==> src/rtl/cabfp_pkg.sv <==
// Shared types and constants for the carbon-aware best-fit placer.
// Request/result structs, request codes and the search token of the cell chain.
// No dependencies.
`default_nettype none

package cabfp_pkg;

  localparam int REQ_W     = 2;
  localparam int SLOT_W    = 6;
  localparam int DC_W      = 2;
  localparam int COMPUTE_W = 24;
  localparam int MEMORY_W  = 20;
  localparam int CARBON_W  = 16;
  localparam int TAG_W     = 16;

  // datacenter numbers a request can carry
  localparam int DC_NUM = 1 << DC_W;

  localparam logic [REQ_W-1:0] REQ_HOST   = 2'd0;
  localparam logic [REQ_W-1:0] REQ_CARBON = 2'd1;
  localparam logic [REQ_W-1:0] REQ_PLACE  = 2'd2;

  typedef struct packed {
    logic [REQ_W-1:0]     req_type;
    logic [SLOT_W-1:0]    host_slot;
    logic [DC_W-1:0]      dc_number;
    logic                 host_active;
    logic [COMPUTE_W-1:0] compute_amount;
    logic [MEMORY_W-1:0]  memory_amount;
    logic [CARBON_W-1:0]  carbon_value;
    logic [TAG_W-1:0]     job_tag;
  } req_t;

  typedef struct packed {
    logic              placed;
    logic [TAG_W-1:0]  job_tag_out;
    logic [SLOT_W-1:0] chosen_host;
  } res_t;

  // running best candidate passed from cell to cell
  typedef struct packed {
    logic                 found;
    logic [CARBON_W-1:0]  carbon;
    logic [DC_W-1:0]      dc;
    logic [COMPUTE_W-1:0] slack;
    logic [SLOT_W-1:0]    idx;
  } tok_t;

  typedef struct packed {
    logic ld;    // write this slot from the request
    logic sub;   // subtract the job demand
    logic scan;  // search token advances
  } cell_ctl_t;

endpackage

`default_nettype wire

==> src/rtl/cabfp_cell.sv <==
// One host slot of the placer chain: slot state plus one candidate compare.
// Takes the running best token from its left neighbor, registers it onward.
// Depends on cabfp_pkg.
`default_nettype none

module cabfp_cell #(
  parameter int DC_COUNT = 4,
  parameter int CARB_N   = 4,
  parameter int IDX      = 0
) (
  input  wire logic                                  clk,
  input  wire logic                                  rst_n,
  input  wire cabfp_pkg::cell_ctl_t                  ctl,
  input  wire logic [cabfp_pkg::DC_W-1:0]            ld_dc,
  input  wire logic                                  ld_active,
  input  wire logic [cabfp_pkg::COMPUTE_W-1:0]       ld_compute,
  input  wire logic [cabfp_pkg::MEMORY_W-1:0]        ld_memory,
  input  wire logic [cabfp_pkg::COMPUTE_W-1:0]       dem_compute,
  input  wire logic [cabfp_pkg::MEMORY_W-1:0]        dem_memory,
  input  wire logic [CARB_N-1:0][cabfp_pkg::CARBON_W-1:0] carb,
  input  wire cabfp_pkg::tok_t                       tok_in,
  output cabfp_pkg::tok_t                            tok_out
);

  localparam logic [31:0] IDX_VEC = 32'(IDX);
  localparam logic [cabfp_pkg::SLOT_W-1:0] MY_IDX = IDX_VEC[cabfp_pkg::SLOT_W-1:0];

  logic                              usable_r;
  logic [cabfp_pkg::DC_W-1:0]        dc_r;
  logic [cabfp_pkg::COMPUTE_W-1:0]   comp_r;
  logic [cabfp_pkg::MEMORY_W-1:0]    mem_r;
  cabfp_pkg::tok_t                   tok_r;
  cabfp_pkg::tok_t                   tok_nxt;

  logic [cabfp_pkg::CARBON_W-1:0]    my_carb;
  logic [cabfp_pkg::COMPUTE_W-1:0]   slack;
  logic                              fits;
  logic                              better;

  always_comb begin
    my_carb = '0;
    for (int k = 0; k < CARB_N; k++) begin
      if (dc_r == cabfp_pkg::DC_W'(k)) begin
        my_carb = carb[k];
      end
    end
  end

  assign slack = comp_r - dem_compute;
  assign fits  = usable_r && (32'(dc_r) < 32'(DC_COUNT)) &&
                 (comp_r >= dem_compute) && (mem_r >= dem_memory);
  assign better = !tok_in.found || (my_carb < tok_in.carbon) ||
                  ((my_carb == tok_in.carbon) && ((dc_r < tok_in.dc) ||
                   ((dc_r == tok_in.dc) && (slack < tok_in.slack))));

  always_comb begin
    tok_nxt = tok_in;
    if (fits && better) begin
      tok_nxt.found  = 1'b1;
      tok_nxt.carbon = my_carb;
      tok_nxt.dc     = dc_r;
      tok_nxt.slack  = slack;
      tok_nxt.idx    = MY_IDX;
    end
  end

  always_ff @(posedge clk) begin
    if (!rst_n) begin
      usable_r <= 1'b0;
    end else if (ctl.ld) begin
      usable_r <= ld_active;
    end
  end

  always_ff @(posedge clk) begin
    if (ctl.ld) begin
      dc_r   <= ld_dc;
      comp_r <= ld_compute;
      mem_r  <= ld_memory;
    end else if (ctl.sub) begin
      comp_r <= comp_r - dem_compute;
      mem_r  <= mem_r - dem_memory;
    end
    if (ctl.scan) begin
      tok_r <= tok_nxt;
    end
  end

  assign tok_out = tok_r;

endmodule

`default_nettype wire

==> config.mk <==
export PLATFORM = sky130hd
export DESIGN_NAME = cabfp_cell
export DESIGN_NICKNAME = d
export VERILOG_FILES = /design/src/rtl/cabfp_pkg.sv /design/src/rtl/cabfp_cell.sv
export SDC_FILE = /design/constraint.sdc
export NUM_CORES = 1
export LEC_CHECK = 0
export BUFFER_PORTS_ARGS = -buffer_cell sky130_fd_sc_hd__buf_2
export CORE_MARGIN = 3
export CORE_UTILIZATION = 45
export CTS_CLUSTER_DIAMETER = 60
export CTS_CLUSTER_SIZE = 40
export DETAILED_ROUTE_END_ITERATION = 8
export MAX_ROUTING_LAYER = met4
export PLACE_DENSITY = 0.83
export SYNTH_ARGS = -nofsm -noshare
export SYNTH_HDL_FRONTEND = slang
export SYNTH_SLANG_ARGS = --single-unit
==> constraint.sdc <==
create_clock -name clk -period 7.2 [get_ports clk]
set_clock_uncertainty 0.15 [all_clocks]
set_input_delay 0.72 -clock clk [delete_from_list [all_inputs] [get_ports clk]]
set_output_delay 0.72 -clock clk [all_outputs]
set_load 0.02 [all_outputs]
Word-level counts from Yosys, hierarchy flattened --
Cells that the tools add are included.
Operators by class: order comparisons 5, reduce and logical (&&, ||, !) cells 11, multiplexer cells 9, equality and inequality tests 5, $add $sub $neg 2
Operators by type and width (number):
- 16-bit two-way mux | 4
- 24-bit two-way mux | 2
- 48-bit two-way mux | 1
- 20-bit two-way mux | 2
- 24-bit >= comparator | 1
- 24-bit less-than comparator | 1
- 24-bit subtractor | 1
- 20-bit >= comparator | 1
- 20-bit subtractor | 1
- 16-bit equality test | 1
- 16-bit less-than comparator | 1
- 1-bit logical AND | 5
- 2-bit equality test (second input constant) | 2
- 1-bit logical OR | 3
- 2-bit by 1-bit equality test with 1-bit output (second input constant) | 1
- 2-bit equality test | 1
- 2-bit logical NOT | 1
- 2-bit less-than comparator | 1
- 2-bit nonzero test | 1
- 1-bit logical NOT | 1
Word-level totals: input port bits 209, bits in registers 96, logic and storage cells 41, output and inout port bits 49

Depth between registers and ports, before layout --
Gate-level depths: netlist of run 1.
depth in word-level cells 10, mapped depth 21, depth with buffers taken out 18

Worst setup path after synthesis of run 1 --
No wires, ideal clock.
path kind input-to-reg, start input port dem_compute[2] in the netlist's numbering, end register tok_r, in the netlist tok_out[16] (data pin), data arrival time 4.493 ns, data required time 6.790 ns, stages on the path 19, path buffers 2, path slack 2.297 ns, library setup time 0.260 ns, path through inv_1 > ha_1 > a21oi_1 > a21oi_1 > o41ai_1 > a21oi_1 > a2111o_1 > a41oi_1 > xnor2_1 > ha_1 > a21oi_1 > o21ai_0 > a41oi_1 > a311oi_1 > o211ai_1 > or3b_1 > buf_2 > buf_6 > mux2_4
RTL lines:
- start, declared | line cabfp_cell.sv:18 | input wire logic [cabfp_pkg::COMPUTE_W-1:0] dem_compute,
- end signal, assigned | line cabfp_cell.sv:85 | tok_r <= tok_nxt;
- end, declared | line cabfp_cell.sv:32 | cabfp_pkg::tok_t tok_r;

==> metrics.csv, run 1 <==
metric,value,unit
status,"finished, final reports clean",
yosys_most_used_dff,edfxtp_1,
setup_tns,0,ps
avgSynthCellArea,10.6,sq um
ir_drop,0.153,mV
insertion_delay,350,ps
min_path_cells,2,
dpl-instance-area,0.00932,sq mm
slew_headroom,24.2,%
rr_worst_depth,16,
first_global_vias,6788,
ys_seq_area_share,36.5,%
worstHoldStart,usable_r$_SDFFE_PN0P_,
m1WireLength,8530,um
holdBufCountCts,0,
cts.sinks,96,
nNetsFinal,1283,
area_growth,22.5,%
yosys_warnings,0,
fmax,0.181,GHz
startpoint,dem_compute[2],
finalNonFillerCells,1221,
min_period,5520,ps
clockBufferDepth,2,
rrSetupSlack,1780,ps
core.rowCount,47,
worst_pin_slew,1140,ps
rsz0062_at_grt,false,
totalWireLength,21800,um
worstPathMaxFanout,49,
met2_wirelength,10900,um
dpl.hpwl,17600,um
die_w,138,um
drc,0,
synthTopCellsByArea,"edfxtp_1, ha_1, mux2_4, inv_1, mux4_2",
clk_pin_slew,80,ps
grt_pass1_wl,34600,um
slew_violations,0,
drtAntennaViolNets,0,
top_layer,met4,
post-cts-setup-buffers,0,
hold_viol_final,0,
cts_root_buf,clkbuf_16,
ys_types,63,
syn_inst,739,
r2r-start,comp_r[2]$_DFFE_PP_,
holdWs,375,ps
power_density,281,mW/mm^2
via_count,6573,
synth_top_area_share,36.3,%
grt_max_degree,73,
power.leakage,4.71,nW
first_iter_violations,320,
grt_usage,23.2,%
end_kind,flip-flop,
ctsResizeCount,0,
die_y,138,um
cp.required,7150,ps
critPathKind,in -> reg,
dpl.cell_count,1196,
async_flop_share,0,%
first_pass_iters,5,
via_per_inst,5.38,
io_buffers,257,
syn-cell-area,0.00786,sq mm
post_route_cells_drive_above_1_share,35.9,%
htree_levels,3,
period_share,76.7,%
start_util,46.7,%
dieArea,0.0191,sq mm
hp-class,reg -> reg,
yosysTopAreaCell,edfxtp_1,
start_kind,input pin,
wl_met3,1700,um
fillers,1475,
coreArea,0.0168,sq mm
gp_congestion,0.899,
setup_viol,0,
synth-seq-cells,96,
drv_cap,0,
wl_per_cell,17.8,um
numCtsBuffers,9,
grt_overflow,0,
final_cell_area,0.00963,sq mm
synth_edf_count,95,
syn-num-nets,1035,
cts_tree,built,
arrival,5480,ps
top_level_ports,258,
antenna_found_initial,8,
==> synth_stat cells, types with 5 or more instances <==
library cell	count
a21o_1	19
mux2_2	20
and2_1	8
inv_1	99
a21oi_1	44
clkbuf_1	16
edfxtp_1	95
o31ai_1	6
nor2b_1	9
xnor2_1	19
nor2_1	26
nor3_1	7
buf_6	5
mux2_4	39
nand2_1	51
o21bai_1	5
xor2_1	12
nand2b_1	5
mux2i_1	6
ha_1	85
o21ai_0	39
nand4_1	11
o211ai_1	7
and3_1	8
mux4_2	16
o21ai_1	5
o21a_1	6
nand3_1	7
==> cells in the final DEF (no fill, tap or decap), types with 12 or more instances in the layout <==
| master | instances |
|---|---|
| o21ai_0 | 39 |
| nand2_1 | 51 |
| a21oi_1 | 44 |
| edfxtp_1 | 95 |
| mux2_2 | 20 |
| xnor2_1 | 19 |
| mux2_4 | 39 |
| xor2_1 | 12 |
| a21o_1 | 19 |
| inv_1 | 99 |
| mux4_2 | 16 |
| ha_1 | 85 |
| nor2_1 | 26 |
| buf_2 | 257 |
==> through the flow <==
stage	setup WS [ps]	util (%)	total power, W
3_5_place_dp	1310	55.4	0.00224
6_report	1680	57.2	0.00271
4_1_cts	1680	57.1	0.00272
5_1_grt	1350	57.2	0.00294
2_1_floorplan	2300	-	0.00186
3_3_place_gp	1550	55.4	0.00219
==> path summary, 6_finish.rpt <==
check / endpoint
worst max-delay path: tok_out[47]$_DFFE_PP_
worst min-delay path: usable_r$_SDFFE_PN0P_
worst max register to register: tok_out[47]$_DFFE_PP_
worst min register to register: usable_r$_SDFFE_PN0P_
==> worst max-delay path, cell delays in order <==
cell	delay [ps]
buf_2	70
inv_1	30
ha_1	350
a21oi_1	220
a21oi_1	130
o41ai_1	400
a21oi_1	190
a2111o_1	500
a41oi_1	250
xnor2_1	160
ha_1	340
nand2_1	50
o21ai_0	200
nor2_1	90
a311oi_1	300
o211ai_1	150
or3b_4	910
mux2_4	360
==> registers in the layout, summed over array words and instances (netlist names) <==
signal and flops:
tok_out 49, comp_r 24, mem_r 20, dc_r 2, usable_r 1
==> logic make-up (layout without fill, tap and decap cells) <==
family	after synthesis	in the layout	synth area share, %
AO/OA/AOI/OAI	174	174	14.6
AND/OR/NAND/NOR	146	146	9.13
buffers and inverters	122	375	6.32
flip-flops	96	96	36.5
adder cells (fa/ha/maj)	87	87	14.0
multiplexers	83	83	15.9
XOR/XNOR	31	31	3.45
other	0	9	0
==> power by group <==
group	internal (W)	switching, W	leakage [nW]
sequential	0.000752	0.0000365	0.959
combinational	0.000637	0.000808	3.62
clock	0.000241	0.000231	0.132
total	0.00163	0.00108	4.71
==> area by class of cell <==
cell class	instances	area (sq um)	area share (%)
flip-flops and latches	96	2870	29.8
multi-input cells	521	4500	46.7
inverters	99	372	3.86
diodes	9	22.5	0.234
well taps	220	275	2.86
clock inverters	6	52.6	0.546
clock buffers	10	229	2.38
repair buffers	260	1310	13.6
==> metal layers <==
| layer | vias up | track usage [%] |
|---|---|---|
| met2 | 245 | 40.4 |
| met4 | 0 | 7.75 |
| met1 | 3049 | 26.0 |
| met5 | - | - |
| li1 | 3245 | - |
| met3 | 34 | 5.90 |
(Power assumes the default switching activity.)
==> run 2: changes to the inputs <==
ABC_AREA = 1   (was not set)
PLACE_DENSITY = 0.85   (was 0.83)
clock period = 4.95 ns   (was 7.2 ns; I/O delays follow)
==> run 2 against run 1 <==
Via count grew 33%. Critical path type is now reg -> reg. First-iteration DRC count grew 98%. Global-route usage grew 2.3 points. Register-to-register slack lost 1100 ps. Clock power grew 66%. Core utilization shrank 0.83 points.
==> metrics.csv, run 2 <==
metric,value,unit,change
synthTopCellsByArea,"edfxtp_1, nand2_1, ha_1, inv_1, nand3_1",,
finalNonFillerCells,1674,,+37%
start_kind,flip-flop,,
critPathKind,reg -> reg,,
grt_pass1_wl,40100,um,+16%
grt_usage,25.5,%,+2.3 points
via_per_inst,5.23,,-2.9%
final_cell_mix,"nand2_1, buf_2, inv_1",,
synth_most_common_cell,nand2_1,,
top_level_ports,258,,unchanged
layout_commonest_cell,nand2_1,,
post_route_cells_drive_above_1_share,20.2,%,-16 points
async_flop_share,0,%,unchanged
cts_root_buf,clkbuf_16,,
worstPathMaxFanout,31,,-37%
slew_headroom,25.8,%,+1.6 points
ys_seq_area_share,34.3,%,-2.2 points
dpl.cell_count,1650,,+38%
dieArea,0.0203,sq mm,+6.2%
avgSynthCellArea,7.07,sq um,-34%
hold_viol_final,0,,unchanged
fillers,1668,,+13%
dpl-instance-area,0.00986,sq mm,+5.8%
arrival,4300,ps,-1180 ps
first_pass_iters,5,,unchanged
yosysTopAreaCell,edfxtp_1,,
drv_cap,0,,unchanged
cts.sinks,96,,unchanged
totalWireLength,25900,um,+19%
ctsResizeCount,0,,unchanged
power_density,346,mW/mm^2,+23%
met2_wirelength,12600,um,+15%
drc,0,,unchanged
status,"finished, final reports clean",,
die_w,142,um,+3.0%
yosys_warnings,0,,unchanged
die_y,142,um,+3.0%
htree_levels,3,,unchanged
numCtsBuffers,9,,unchanged
syn-cell-area,0.00837,sq mm,+6.4%
via_count,8747,,+33%
insertion_delay,360,ps,about the same
period_share,85.3,%,
end_kind,flip-flop,,
syn-num-nets,1480,,+43%
grt_overflow,0,,unchanged
holdBufCountCts,0,,unchanged
cp.required,5020,ps,-2130 ps
rsz0062_at_grt,false,,
holdWs,171,ps,-204 ps
finalPower,0.00353,W,+31%
drtAntennaViolNets,0,,unchanged
dpl.hpwl,21000,um,+19%
synth-seq-cells,96,,unchanged
setup_viol,0,,unchanged
clk_pin_slew,80,ps,about the same
antenna_found_initial,8,,unchanged
synth_edf_count,95,,unchanged
setup_tns,0,ps,unchanged
slew_violations,0,,unchanged
gp_congestion,0.975,,+8.4%
wl_met3,2170,um,+28%
syn_inst,1184,,+60%
post-cts-setup-buffers,0,,unchanged
min_period,4220,ps,
synth_top_area_share,34.1,%,-2.2 points
coreArea,0.0181,sq mm,+7.5%
hp-class,in -> reg,,
ir_drop,0.204,mV,+33%
yosys-top-cells-count,"nand2_1, inv_1, edfxtp_1",,
cts_tree,built,,
area_growth,21.9,%,
m1WireLength,10400,um,+21%
yosys_most_used_dff,edfxtp_1,,
start_util,46.3,%,-0.47 points
top_layer,met4,,
grt_max_degree,50,,-32%
core.rowCount,49,,+4.3%
nNetsFinal,1728,,+35%
largest_register_ff_count,49,,unchanged
fmax,0.237,GHz,
ys_types,33,,-48%
first_global_vias,8298,,+22%
worst_pin_slew,1110,ps,-23.9 ps
final_cell_area,0.0102,sq mm,+6.0%
io_buffers,257,,unchanged
first_iter_violations,634,,+98%
power.leakage,5.50,nW,+17%
clockBufferDepth,2,,unchanged
wl_per_cell,15.5,um,-13%
-- run 2: cell count changes after synthesis, moves of 21 or more --
cell     delta
nand2_1   +362
nand4_1    +21
nor2_1     +54
inv_1      +76
mux2_4     -39
nand3_1    +75
-- run 2: cells by family after synthesis --
group           Yosys count  synth area share [%]
compound gates          140                  9.12
flops                    96                  34.3
fa+ha+maj                87                  13.2
buf+inv                 204                  9.54
xor+xnor                 21                  2.20
simple gates            636                  31.6
-- run 2: path summary, 6_finish.rpt --
kind                                       startpoint               endpoint  slack [ps]  cells past startpoint
worst max-delay path              comp_r[2]$_DFFE_PP_  tok_out[39]$_DFFE_PP_         730                     23
worst min-delay path                         ld_dc[1]      dc_r[1]$_DFFE_PP_         170                      1
worst max register to register    comp_r[2]$_DFFE_PP_  tok_out[39]$_DFFE_PP_         730                     23
worst min register to register  usable_r$_SDFFE_PN0P_  usable_r$_SDFFE_PN0P_         430                      2
-- run 2: critical path, stage by stage (launching register included) --
cell and delay [ps]:
edfxtp_1 380, ha_1 380, nand2_1 110, o21ai_0 410, nand2_1 90, nand2_1 190, nand3_1 170, nand4_1 130
nand2_1 100, ha_1 320, nand2_1 60, inv_1 60, nand2_1 90, nor2_1 190, and3_1 180, nand2_1 50
nand2_1 80, nand2_1 50, nand2_1 50, nand2_1 80, nand2_2 210, buf_4 360, nand2_1 110, nand2_1 80
-- run 2: metrics by stage --
step / utilization (%) / worst slack (ps)
floorplan: - / 1280
global placement: 54.5 / 694
detailed placement: 54.5 / 568
CTS: 56.3 / 798
global route: 56.4 / 400
finish: 56.4 / 726
-- run 2: cell type report --
cell class	instances	area, sq um	area share (%)
multi-input cells	884	4700	46.0
flip-flops and latches	96	2870	28.2
repair buffers	265	1350	13.2
inverters	176	661	6.47
well taps	229	287	2.81
clock buffers	10	229	2.24
clock inverters	6	90.1	0.883
diodes	8	20.0	0.196
-- run 2: power breakdown --
group	switching (W)	total [W]	internal (W)
clock network	0.000336	0.000783	0.000447
registers	0.0000392	0.00108	0.00104
logic	0.00108	0.00167	0.000592
total	0.00145	0.00353	0.00208
-- run 2: routing by layer --
| metal | global-route usage, % | vias to the layer above |
|---|---|---|
| li1 | - | 4387 |
| met1 | 29.5 | 3953 |
| met2 | 44.1 | 350 |
| met3 | 5.21 | 57 |
| met4 | 8.95 | 0 |
| met5 | - | - |
==> run 3: changes to the inputs <==
CTS_CLUSTER_DIAMETER = 30   (was 60)
RECOVER_POWER = 50   (was not set)
==> run 3 against run 2 <==
The flow now finishes with violations (max-capacitance violations, max-slew violations). Final area decreased by 0.66%. Setup slack gained 39 ps. Register-to-register slack gained 40 ps. Sequential power about the same. Worst hold slack about the same. Combinational power is essentially flat.
==> metrics.csv, run 3 (same netlist as run 2, synthesis figures left out) <==
metric,value,unit,change
critPathBufInv,2,,unchanged
max_stage_delay,410,ps,about the same
drv_cap,2,,+2
largest_register_ff_count,49,,unchanged
die_y,142,um,unchanged
min_period,4190,ps,-38.5 ps
cp_top_family,simple AND/OR/NAND/NOR gates,,
coreArea,0.0181,sq mm,unchanged
start_util,46.3,%,unchanged
critPathKind,reg -> reg,,
drc,0,,unchanged
end_kind,flip-flop,,
cts.sinks,96,,unchanged
hp-class,in -> reg,,
crit_chain,ha_1 > nand2_1 > o21ai_0 > nand2_1 > nand2_1 > nand3_1 > nand4_1 > nand2_1 > ha_1 > nand2_1 > inv_1 > nand2_1 > nor2_1 > and3_1 > nand2_1 > nand2_1 > nand2_1 > nand2_1 > nand2_1 > nand2_2 > buf_4 > nand2_1 > nand2_1,,
drtAntennaViolNets,0,,unchanged
power.leakage,5.35,nW,-2.7%
via_count,8825,,+0.89%
grt_overflow,0,,unchanged
nNetsFinal,1728,,unchanged
slowest_stage,o21ai_0,,
die_w,142,um,unchanged
grt_pass1_wl,40100,um,unchanged
htree_levels,3,,unchanged
insertion_delay,360,ps,about the same
worstPathMaxFanout,31,,unchanged
hold_viol_final,0,,unchanged
status,"finished, violations left",,
antenna_found_initial,8,,unchanged
grt_usage,25.5,%,unchanged
cts_tree,built,,
final_cell_mix,"nand2_1, buf_2, inv_1",,
dpl.hpwl,21000,um,unchanged
post_route_cells_drive_above_1_share,16.5,%,-3.7 points
power_density,348,mW/mm^2,+0.56%
dieArea,0.0203,sq mm,unchanged
layout_commonest_cell,nand2_1,,
ir_drop,0.204,mV,about the same
period_share,84.6,%,-0.78 points
final.setup.worst_slack,764,ps,+38.5 ps
rsz0062_at_grt,false,,
setup_viol,0,,unchanged
violations,"max-capacitance violations, max-slew violations",,
wl_per_cell,15.5,um,+0.50%
start_kind,flip-flop,,
clk_pin_slew,80,ps,about the same
cp.required,5020,ps,about the same
setup_tns,0,ps,unchanged
worst_pin_slew,3250,ps,+2140 ps
holdBufCountCts,0,,unchanged
place_ws,568,ps,unchanged
slew_violations,95,,+95
first_iter_violations,663,,+4.6%
clockBufferDepth,2,,unchanged
slew_headroom,-117,%,-140 points
post-cts-setup-buffers,0,,unchanged
gp_congestion,0.975,,unchanged
core.rowCount,49,,unchanged
via_per_inst,5.27,,+0.89%
totalWireLength,26000,um,+0.50%
first_global_vias,8298,,unchanged
cpMostUsedCell,nand2_1,,
fillers,1693,,+1.5%
first_pass_iters,5,,unchanged
ctsResizeCount,0,,unchanged
top_level_ports,258,,unchanged
cts_root_buf,clkbuf_16,,
fmax,0.239,GHz,+0.92%
numCtsBuffers,9,,unchanged
grt_max_degree,50,,unchanged
arrival,4260,ps,-40 ps
io_buffers,257,,unchanged
area_growth,21.1,%,
-- run 3: cell types whose count changed in the layout (fill, tap and decap cells not counted) --
cell / previous run / this run
or2_0: 0 / 1
buf_4: 8 / 7
clkbuf_1: 1 / 53
buf_2: 257 / 206
or2_2: 4 / 3
-- run 3: per-layer routing --
layer  vias up  wire, um  global-route usage (%)
met2       373     12600                    44.1
met3        54      2410                    5.21
li1       4385         -                       -
met5         -         0                       -
met4         0       820                    8.95
met1      4013     10200                    29.5
-- run 3: per-stage QoR --
| step | hold slack (ps) | total power, W | util [%] | cells | instance area, sq um |
|---|---|---|---|---|---|
| detailed placement | 407 | 0.00274 | 54.5 | 1650 | 9860 |
| floorplan | 328 | 0.00226 | - | 1184 | 8370 |
| finish | 171 | 0.00353 | 56.0 | 1674 | 10100 |
| global placement | 397 | 0.00268 | 54.5 | 1650 | 9860 |
| global route | 163 | 0.00381 | 56.0 | 1674 | 10100 |
| CTS | 158 | 0.00353 | 56.3 | 1666 | 10200 |
-- run 3: power by group --
part	switching, W	internal (W)
clock	0.000337	0.000447
combinational	0.00108	0.000583
sequential	0.0000400	0.00105
-- run 3: worst paths after layout --
check / end / slack (ps) / depth (start not counted) / startpoint
min: dc_r[1]$_DFFE_PP_ / 170 / 1 / ld_dc[1]
max: tok_out[39]$_DFFE_PP_ / 760 / 23 / comp_r[2]$_DFFE_PP_
max reg2reg: tok_out[39]$_DFFE_PP_ / 760 / 23 / comp_r[2]$_DFFE_PP_
min reg2reg: usable_r$_SDFFE_PN0P_ / 420 / 2 / usable_r$_SDFFE_PN0P_
-- run 3: final cells by class --
class / count / area [sq um] / area share (%)
Antenna cell: 8 / 20.0 / 0.198
Timing Repair Buffer: 265 / 1280 / 12.6
Multi-Input combinational cell: 884 / 4700 / 46.4
Inverter: 176 / 661 / 6.52
Clock inverter: 6 / 90.1 / 0.889
Tap cell: 229 / 287 / 2.83
Clock buffer: 10 / 229 / 2.26
Sequential cell: 96 / 2870 / 28.3
-- run 3: worst register-to-register path: cells and delay by family (launching register included) --
kind | cells | cell delay [ps]
simple gates | 18 | 1970
fa+ha+maj | 2 | 700
buf+inv | 2 | 420
compound gates | 1 | 410
flops | 1 | 380
